[src/rtl/core/dtt_pkg.sv]
// ----------------------------------------------------------------------------
// dtt_pkg
// Shared types and codes for the deadline timer table.
// ----------------------------------------------------------------------------
package dtt_pkg;

  localparam int DEFAULT_TABLE_DEPTH = 32;
  localparam int DEFAULT_ID_BITS     = 8;
  localparam int DEFAULT_FIRE_LIMIT  = 31;

  localparam int DEADLINE_W = 64;
  localparam int FIELD_ID_W = 8;

  // operation codes
  localparam logic [1:0] OP_ADD   = 2'd0;
  localparam logic [1:0] OP_DEL   = 2'd1;
  localparam logic [1:0] OP_SWEEP = 2'd2;
  localparam logic [1:0] OP_RSVD  = 2'd3;

  // result kinds
  localparam logic [1:0] KIND_STATUS = 2'd0;
  localparam logic [1:0] KIND_FIRED  = 2'd1;
  localparam logic [1:0] KIND_DONE   = 2'd2;

  // status codes
  localparam logic [1:0] ST_OK        = 2'd0;
  localparam logic [1:0] ST_INVALID   = 2'd1;
  localparam logic [1:0] ST_FULL      = 2'd2;
  localparam logic [1:0] ST_NOT_FOUND = 2'd3;

  typedef struct packed {
    logic [1:0]            op;
    logic [FIELD_ID_W-1:0] timer_id;
    logic [DEADLINE_W-1:0] deadline;
    logic                  has_handler;
    logic [DEADLINE_W-1:0] now;
  } in_item_t;

  typedef struct packed {
    logic [1:0]            kind;
    logic [1:0]            status;
    logic [FIELD_ID_W-1:0] fired_id;
    logic                  program_deadline;
    logic [DEADLINE_W-1:0] next_deadline;
    logic                  last;
  } out_item_t;

endpackage

[src/rtl/core/dtt_cmp.sv]
// ----------------------------------------------------------------------------
// dtt_cmp
// Shared 64-bit unsigned less-than unit used for expiry and minimum checks.
// ----------------------------------------------------------------------------
module dtt_cmp (
  input  logic [dtt_pkg::DEADLINE_W-1:0] a,
  input  logic [dtt_pkg::DEADLINE_W-1:0] b,
  output logic                           lt
);

  assign lt = (a < b);

endmodule

[src/rtl/core/dtt_mem.sv]
// ----------------------------------------------------------------------------
// dtt_mem
// Timer slot storage: deadline and id per slot, one write and one read port.
// ----------------------------------------------------------------------------
module dtt_mem #(
  parameter int DEPTH = dtt_pkg::DEFAULT_TABLE_DEPTH,
  parameter int IDW   = dtt_pkg::DEFAULT_ID_BITS,
  localparam int AW   = (DEPTH > 1) ? $clog2(DEPTH) : 1
) (
  input  logic                           clk,
  input  logic                           wr_en,
  input  logic [AW-1:0]                  wr_addr,
  input  logic [dtt_pkg::DEADLINE_W-1:0] wr_dl,
  input  logic [IDW-1:0]                 wr_id,
  input  logic                           rd_en,
  input  logic [AW-1:0]                  rd_addr,
  output logic [dtt_pkg::DEADLINE_W-1:0] rd_dl,
  output logic [IDW-1:0]                 rd_id
);

  logic [dtt_pkg::DEADLINE_W-1:0] dl_mem [DEPTH];
  logic [IDW-1:0]                 id_mem [DEPTH];

  always_ff @(posedge clk) begin
    if (wr_en) begin
      dl_mem[wr_addr] <= wr_dl;
      id_mem[wr_addr] <= wr_id;
    end
  end

  // read data holds until the next read
  always_ff @(posedge clk) begin
    if (rd_en) begin
      rd_dl <= dl_mem[rd_addr];
      rd_id <= id_mem[rd_addr];
    end
  end

endmodule

[src/rtl/core/deadline_timer_table.sv]
// ----------------------------------------------------------------------------
// deadline_timer_table
// Insertion-ordered timer table with add, delete and expiry sweep.
// ----------------------------------------------------------------------------
// sequence: an op runs fetch and exam for each of the n pending slots (and keep
//   for a slot kept by a sweep), then finish; invalid adds and reserved ops skip it
// throughput: one op at a time, busy high for the scan; set by the single
//   memory read port and the shared 64-bit compare unit
// reset: synchronous active-low rst_n empties the table; results cannot stall
// ----------------------------------------------------------------------------
module deadline_timer_table #(
  parameter int TABLE_DEPTH = dtt_pkg::DEFAULT_TABLE_DEPTH,
  parameter int ID_BITS     = dtt_pkg::DEFAULT_ID_BITS,
  parameter int FIRE_LIMIT  = dtt_pkg::DEFAULT_FIRE_LIMIT
) (
  input  logic               clk,
  input  logic               rst_n,
  input  logic               start,
  output logic               busy,
  input  dtt_pkg::in_item_t  in_item,
  output logic               out_valid,
  output dtt_pkg::out_item_t out_item
);

  localparam int AW = (TABLE_DEPTH > 1) ? $clog2(TABLE_DEPTH) : 1;
  localparam int CW = $clog2(TABLE_DEPTH + 1);
  localparam int FW = $clog2(FIRE_LIMIT + 1);
  localparam int DW = dtt_pkg::DEADLINE_W;

  typedef enum logic [4:0] {
    S_IDLE   = 5'b00001,
    S_FETCH  = 5'b00010,
    S_EXAM   = 5'b00100,
    S_KEEP   = 5'b01000,
    S_FINISH = 5'b10000
  } state_t;

  state_t             state_r, state_nxt;
  logic [CW-1:0]      count_r, count_nxt;
  logic               out_valid_r, out_valid_nxt;
  dtt_pkg::out_item_t out_item_r, out_item_nxt;

  logic [1:0]         op_r, op_nxt;
  logic [ID_BITS-1:0] id_r, id_nxt;
  logic [DW-1:0]      dl_r, dl_nxt;
  logic [DW-1:0]      now_r, now_nxt;
  logic [CW-1:0]      rd_r, rd_nxt;
  logic [CW-1:0]      wr_r, wr_nxt;
  logic [FW-1:0]      fired_r, fired_nxt;
  logic               found_r, found_nxt;
  logic               any_r, any_nxt;
  logic [DW-1:0]      min_r, min_nxt;

  logic               mem_we;
  logic [AW-1:0]      mem_waddr;
  logic [DW-1:0]      mem_wdl;
  logic [ID_BITS-1:0] mem_wid;
  logic               mem_re;
  logic [DW-1:0]      rd_dl;
  logic [ID_BITS-1:0] rd_id;

  logic [DW-1:0]      cmp_a, cmp_b;
  logic               cmp_lt;
  logic [CW-1:0]      rd_inc;
  state_t             adv_state;

  dtt_mem #(
    .DEPTH (TABLE_DEPTH),
    .IDW   (ID_BITS)
  ) u_mem (
    .clk     (clk),
    .wr_en   (mem_we),
    .wr_addr (mem_waddr),
    .wr_dl   (mem_wdl),
    .wr_id   (mem_wid),
    .rd_en   (mem_re),
    .rd_addr (rd_r[AW-1:0]),
    .rd_dl   (rd_dl),
    .rd_id   (rd_id)
  );

  dtt_cmp u_cmp (
    .a  (cmp_a),
    .b  (cmp_b),
    .lt (cmp_lt)
  );

  assign busy      = (state_r != S_IDLE);
  assign out_valid = out_valid_r;
  assign out_item  = out_item_r;

  assign rd_inc    = rd_r + CW'(1);
  assign adv_state = (rd_inc < count_r) ? S_FETCH : S_FINISH;

  // operand select for the shared compare unit
  always_comb begin
    cmp_a = rd_dl;
    cmp_b = min_r;
    if (state_r == S_EXAM && op_r == dtt_pkg::OP_SWEEP) begin
      cmp_a = now_r;
      cmp_b = rd_dl;
    end else if (state_r == S_FINISH) begin
      cmp_a = dl_r;
      cmp_b = min_r;
    end
  end

  always_comb begin
    state_nxt     = state_r;
    count_nxt     = count_r;
    out_valid_nxt = 1'b0;
    out_item_nxt  = '0;
    op_nxt        = op_r;
    id_nxt        = id_r;
    dl_nxt        = dl_r;
    now_nxt       = now_r;
    rd_nxt        = rd_r;
    wr_nxt        = wr_r;
    fired_nxt     = fired_r;
    found_nxt     = found_r;
    any_nxt       = any_r;
    min_nxt       = min_r;
    mem_we        = 1'b0;
    mem_waddr     = wr_r[AW-1:0];
    mem_wdl       = rd_dl;
    mem_wid       = rd_id;
    mem_re        = 1'b0;

    unique case (state_r)
      S_IDLE: begin
        if (start) begin
          op_nxt    = in_item.op;
          id_nxt    = ID_BITS'(in_item.timer_id);
          dl_nxt    = in_item.deadline;
          now_nxt   = in_item.now;
          rd_nxt    = '0;
          wr_nxt    = '0;
          fired_nxt = '0;
          found_nxt = 1'b0;
          any_nxt   = 1'b0;
          min_nxt   = '0;
          if (in_item.op == dtt_pkg::OP_RSVD ||
              (in_item.op == dtt_pkg::OP_ADD &&
               (in_item.deadline == '0 || !in_item.has_handler))) begin
            out_valid_nxt       = 1'b1;
            out_item_nxt.kind   = dtt_pkg::KIND_STATUS;
            out_item_nxt.status = dtt_pkg::ST_INVALID;
            out_item_nxt.last   = 1'b1;
          end else if (count_r == '0) begin
            state_nxt = S_FINISH;
          end else begin
            state_nxt = S_FETCH;
          end
        end
      end

      S_FETCH: begin
        mem_re    = 1'b1;
        state_nxt = S_EXAM;
      end

      S_EXAM: begin
        case (op_r)
          dtt_pkg::OP_ADD: begin
            if (rd_id == id_r) begin
              found_nxt = 1'b1;
            end
            if (!any_r || cmp_lt) begin
              min_nxt = rd_dl;
            end
            any_nxt   = 1'b1;
            rd_nxt    = rd_inc;
            state_nxt = adv_state;
          end
          dtt_pkg::OP_DEL: begin
            // first matching slot is dropped, the rest are compacted down
            if (!found_r && rd_id == id_r) begin
              found_nxt = 1'b1;
            end else begin
              mem_we = 1'b1;
              wr_nxt = wr_r + CW'(1);
            end
            rd_nxt    = rd_inc;
            state_nxt = adv_state;
          end
          dtt_pkg::OP_SWEEP: begin
            // expired when deadline <= now, i.e. not (now < deadline)
            if (!cmp_lt && fired_r < FW'(FIRE_LIMIT)) begin
              out_valid_nxt         = 1'b1;
              out_item_nxt.kind     = dtt_pkg::KIND_FIRED;
              out_item_nxt.status   = dtt_pkg::ST_OK;
              out_item_nxt.fired_id = dtt_pkg::FIELD_ID_W'(rd_id);
              fired_nxt             = fired_r + FW'(1);
              rd_nxt                = rd_inc;
              state_nxt             = adv_state;
            end else begin
              mem_we    = 1'b1;
              wr_nxt    = wr_r + CW'(1);
              state_nxt = S_KEEP;
            end
          end
          default: begin
            rd_nxt    = rd_inc;
            state_nxt = adv_state;
          end
        endcase
      end

      S_KEEP: begin
        if (!any_r || cmp_lt) begin
          min_nxt = rd_dl;
        end
        any_nxt   = 1'b1;
        rd_nxt    = rd_inc;
        state_nxt = adv_state;
      end

      S_FINISH: begin
        out_valid_nxt     = 1'b1;
        out_item_nxt.last = 1'b1;
        state_nxt         = S_IDLE;
        case (op_r)
          dtt_pkg::OP_ADD: begin
            out_item_nxt.kind = dtt_pkg::KIND_STATUS;
            if (found_r) begin
              out_item_nxt.status = dtt_pkg::ST_INVALID;
            end else if (count_r == CW'(TABLE_DEPTH)) begin
              out_item_nxt.status = dtt_pkg::ST_FULL;
            end else begin
              mem_we                        = 1'b1;
              mem_waddr                     = count_r[AW-1:0];
              mem_wdl                       = dl_r;
              mem_wid                       = id_r;
              count_nxt                     = count_r + CW'(1);
              out_item_nxt.status           = dtt_pkg::ST_OK;
              out_item_nxt.program_deadline = 1'b1;
              out_item_nxt.next_deadline    = (!any_r || cmp_lt) ? dl_r : min_r;
            end
          end
          dtt_pkg::OP_DEL: begin
            out_item_nxt.kind = dtt_pkg::KIND_STATUS;
            if (found_r) begin
              out_item_nxt.status = dtt_pkg::ST_OK;
              count_nxt           = wr_r;
            end else begin
              out_item_nxt.status = dtt_pkg::ST_NOT_FOUND;
            end
          end
          dtt_pkg::OP_SWEEP: begin
            count_nxt                     = wr_r;
            out_item_nxt.kind             = dtt_pkg::KIND_DONE;
            out_item_nxt.status           = dtt_pkg::ST_OK;
            out_item_nxt.program_deadline = any_r;
            out_item_nxt.next_deadline    = any_r ? min_r : '0;
          end
          default: begin
            out_item_nxt.kind   = dtt_pkg::KIND_STATUS;
            out_item_nxt.status = dtt_pkg::ST_INVALID;
          end
        endcase
      end

      default: begin
        state_nxt = S_IDLE;
      end
    endcase
  end

  always_ff @(posedge clk) begin
    if (!rst_n) begin
      state_r     <= S_IDLE;
      count_r     <= '0;
      out_valid_r <= 1'b0;
    end else begin
      state_r     <= state_nxt;
      count_r     <= count_nxt;
      out_valid_r <= out_valid_nxt;
    end
  end

  always_ff @(posedge clk) begin
    out_item_r <= out_item_nxt;
    op_r       <= op_nxt;
    id_r       <= id_nxt;
    dl_r       <= dl_nxt;
    now_r      <= now_nxt;
    rd_r       <= rd_nxt;
    wr_r       <= wr_nxt;
    fired_r    <= fired_nxt;
    found_r    <= found_nxt;
    any_r      <= any_nxt;
    min_r      <= min_nxt;
  end

`ifndef SYNTHESIS
  // the final beat of an op leaves the block idle
  a_last_idle: assert property (@(posedge clk) disable iff (!rst_n)
    out_valid_r && out_item_r.last |-> state_r == S_IDLE)
    else $error("final beat while sequencer still active");

  // fired beats only come out mid-sweep
  a_fire_busy: assert property (@(posedge clk) disable iff (!rst_n)
    out_valid_r && out_item_r.kind == dtt_pkg::KIND_FIRED |-> busy && !out_item_r.last)
    else $error("fired beat outside a sweep");

  // compaction never overtakes the scan
  a_wr_behind: assert property (@(posedge clk) disable iff (!rst_n)
    state_r == S_EXAM |-> wr_r <= rd_r && rd_r < count_r)
    else $error("write pointer ahead of read pointer");

  // table occupancy never exceeds depth
  a_count_max: assert property (@(posedge clk) disable iff (!rst_n)
    state_r == S_FINISH |=> count_r <= CW'(TABLE_DEPTH))
    else $error("slot count overflow");
`endif

endmodule

[config.mk]
export PLATFORM = sky130hd
export DESIGN_NAME = deadline_timer_table
export DESIGN_NICKNAME = d
export VERILOG_FILES = /design/src/rtl/core/dtt_pkg.sv /design/src/rtl/core/dtt_cmp.sv /design/src/rtl/core/dtt_mem.sv /design/src/rtl/core/deadline_timer_table.sv
export SDC_FILE = /design/constraint.sdc
export NUM_CORES = 2
export LEC_CHECK = 0
export ABC_AREA = 0
export BUFFER_PORTS_ARGS = -buffer_cell sky130_fd_sc_hd__buf_4
export CAP_MARGIN = 20
export CORE_MARGIN = 10
export CORE_UTILIZATION = 62
export DETAILED_ROUTE_END_ITERATION = 12
export HOLD_SLACK_MARGIN = 0.05
export PLACE_DENSITY_LB_ADDON = 0.15
export SETUP_SLACK_MARGIN = 0.2
export SYNTH_ARGS = -nofsm -noshare
export SYNTH_HDL_FRONTEND = slang
export SYNTH_SLANG_ARGS = --single-unit
[constraint.sdc]
create_clock -name clk -period 10.8 [get_ports clk]
set_clock_uncertainty 0.15 [all_clocks]
set_input_delay 2.16 -clock clk [delete_from_list [all_inputs] [get_ports clk]]
set_output_delay 2.16 -clock clk [all_outputs]
set_load 0.005 [all_outputs]
==> results.py <==
metrics = {
    "sta": {
        "drv_slew": 0,
        "grt_setup_unrepaired": "false",
        "relSlewSlack_pct": 21.7,
        "setup_violations": 0,
        "finalCritPeriodShare_pct": 74.1,
        "finalSetupTns_ps": 0,
        "tightest_slew_ps": 1170,
        "fmaxAchievable_mhz": 125,
        "hold_violations": 0,
        "hold_ws_ps": 384,
        "fin_crit_ps": 8000,
    },
    "route": {
        "drc": 0,
        "met2_length_um": 134000,
        "top_layer": "met5",
        "drt-initial-drc-count": 7369,
        "firstDrtPassIters": 5,
        "drt-vias-per-instance": 6.84,
        "wl_met3_um": 25600,
        "wl_per_cell_um": 35.5,
        "via_count": 52900,
        "met1Wirelength_um": 100000,
        "antenna_left": 0,
        "drt-total-wl_um": 274000,
    },
    "critical_path": {
        "worstSetupEndpointType": "flop",
        "critPathRequiredTime_ps": 11160,
        "r2r-start": "op_r[0]",
        "cp-startpoint": "op_r[0]",
        "critPathMaxFanout": 72,
        "arrival_ps": 8360,
        "path_class": "reg -> reg",
        "crit_path_start_kind": "flop",
    },
    "pwr": {
        "seqPwrFrac_pct": 53.1,
        "comb_power_share_pct": 4.6,
        "p_leak_nw": 38.1,
        "ir_worst_vdd_uv": 193,
        "switching_share_pct": 20.6,
        "p_per_area_nw_per_um2": 181,
        "intPower_mw": 17.1,
        "p_clk_share_pct": 42.3,
        "p_sw_mw": 4.44,
    },
    "synthesis": {
        "syn_area_per_cell_um2": 21.4,
        "synth_edf_count": 2597,
        "synthesis.area_um2": 105000,
        "netlist_instances": 4918,
        "synthDistinctLibCells": 63,
        "ys_seq_area_share_pct": 75.9,
        "synth-main-ff-cell": "edfxtp_1",
        "mappedNetlistNets": 5137,
        "synth_seq_cells": 2687,
        "async_flop_share_pct": 0,
        "ys_warn_count": 0,
    },
    "grt": {
        "grt_pass1_vias": 52500,
        "gr-total-overflow": 0,
        "grt_usage_pct": 29.3,
        "antenna_found_initial": 11,
        "grt_max_degree": 164,
        "grt_pass1_wl_um": 389000,
    },
    "cells_and_area": {
        "multi_input_area_um2": 24500,
        "fill_cells": 9890,
        "instances_no_fill": 7737,
        "nets": 5544,
        "seq_area_um2": 79800,
        "drive_gt1_share_pct": 29.1,
        "synthToLayoutAreaGrowth_pct": 13.7,
    },
    "floorplan": {
        "start_util_pct": 62.2,
        "io_pins": 222,
        "die_w_um": 432,
        "coreArea_um2": 169000,
        "die_h_um": 432,
        "dieArea_um2": 186000,
        "row_count": 151,
    },
    "clock_tree": {
        "cts_tree": "yes",
        "clockBufferDepth": 4,
        "clock_sinks": 2687,
        "path_clk_slew_ps": 60,
        "holdBufCountCts": 0,
        "numCtsBuffers": 281,
        "post_cts_buffers": 0,
        "cts_resized": 0,
        "cts_root_buf": "clkbuf_16",
        "worstSkewPairLatency_ps": 930,
        "htreeDepth": 5,
    },
    "place": {
        "port_buffers": 221,
        "dp_cells": 7220,
        "routabilityCongestion": 0.876,
        "dp_hpwl_um": 157000,
    },
    "worst_hold_path": {
        "worstHoldPathType": "reg -> reg",
        "worstHoldStart": "u_mem.rd_id[0]",
    },
    "run_status": {
        "outcome": "completed",
    },
    "flow_run": {
        "maxCapViolCount": 0,
    },
}
[placed cells by master, fill, tap and decap left out, drive strengths merged, types with 59 or more instances in the layout]
cell,netlist,layout
edfxtp,2597,2597
nand3,86,86
mux2,72,72
a22o,65,65
ha,77,77
dfxtp,90,90
nor2,59,59
mux2i,129,129
clkbuf,196,361
buf,72,392
clkinv,1,84
o21ai,154,154
mux4,720,720
nand2,369,369
[through the flow]
stage / utilization [%] / power, mW / setup slack, ps / instance area, um2
final: 70.7 / 21.6 / 2800 / 119000
after global routing: 70.7 / 22.1 / 2610 / 119000
after CTS: 70.1 / 21.7 / 2940 / 118000
after detailed placement: 65.1 / 12.7 / 3030 / 110000
after global placement: 65.0 / 12.7 / 2900 / 110000
after floorplan: - / 12.3 / 3040 / 105000
[critical path: stages (launching register included)]
cell and delay [ps]:
edfxtp_1 430, inv_1 120, ha_1 320, nand3b_1 210, nor2_4 760, buf_12 400, mux2i_1 240, ha_1 280
and4_1 160, a221oi_1 740, o2111ai_1 330, a211oi_2 410, a41oi_1 310, o31a_1 650, nor2_4 940, buf_4 860
[power by group through the flow]
stage	Sequential, mW	Combinational, mW	Clock [mW]
after detailed placement	11.7	0.988	0
after global placement	11.7	0.985	0
final	11.4	0.996	9.12
after global routing	11.4	1.05	9.61
after floorplan	11.6	0.653	0
after CTS	11.4	0.997	9.22
[cells by family after synthesis]
| kind of cell | Yosys count | synth area share [%] |
|---|---|---|
| AO/OA/AOI/OAI | 308 | 1.88 |
| XOR/XNOR | 19 | 0.158 |
| adder cells (fa/ha/maj) | 77 | 0.917 |
| buffers and inverters | 286 | 1.08 |
| flip-flops | 2687 | 75.9 |
| multiplexers | 921 | 17.4 |
| AND/OR/NAND/NOR | 620 | 2.58 |
[cells in the mapped netlist (14+ instances only)]
master,count,share of area [%]
mux2i_1,129,1.2
mux4_2,720,15
a22o_1,65,0.54
buf_1,45,0.16
nor2_1,58,0.21
nand4_1,18,0.11
nand3_1,86,0.41
buf_2,18,0.086
clkbuf_1,196,0.70
o21ai_0,152,0.72
a21oi_1,33,0.16
edfxtp_1,2597,74
nand2_1,369,1.3
dfxtp_1,90,1.7
and2_1,20,0.12
mux2_2,72,0.77
inv_1,17,0.061
nor4_1,23,0.14
xor2_1,14,0.12
ha_1,77,0.92
[registers in the layout, summed over array words and instances (netlist names), 8 cells and up]
signal / count
out_item: 78
u_mem.rd_id: 8
u_mem.id_mem: 256
u_mem.dl_mem: 2048
now_r: 64
u_mem.rd_dl: 64
dl_r: 64
min_r: 64
id_r: 8
[path summary, 6_finish.rpt]
check	end	slack [ps]	cells after the start
worst max-delay path	u_mem.dl_mem[15][4]	2800	15
worst min register to register	out_item[66]	380	1
worst min-delay path	out_item[66]	380	1
worst max register to register	u_mem.dl_mem[15][4]	2800	15
[routing by layer]
layer	global-route usage, %	up-vias
met2	45.6	3274
met5	0	-
met1	40.5	27800
met4	14.3	2
met3	5.40	527
li1	-	21300
[cell type report]
cell class,instances,share of cell area (%)
clock inverter,112,0.762
timing repair buffer,392,3.18
inverter,18,0.0650
antenna,4,0.00838
tap,2218,2.32
multi-input combinational,1945,20.5
clock buffer,361,6.37
sequential,2687,66.8
(Power assumes the default switching activity.)
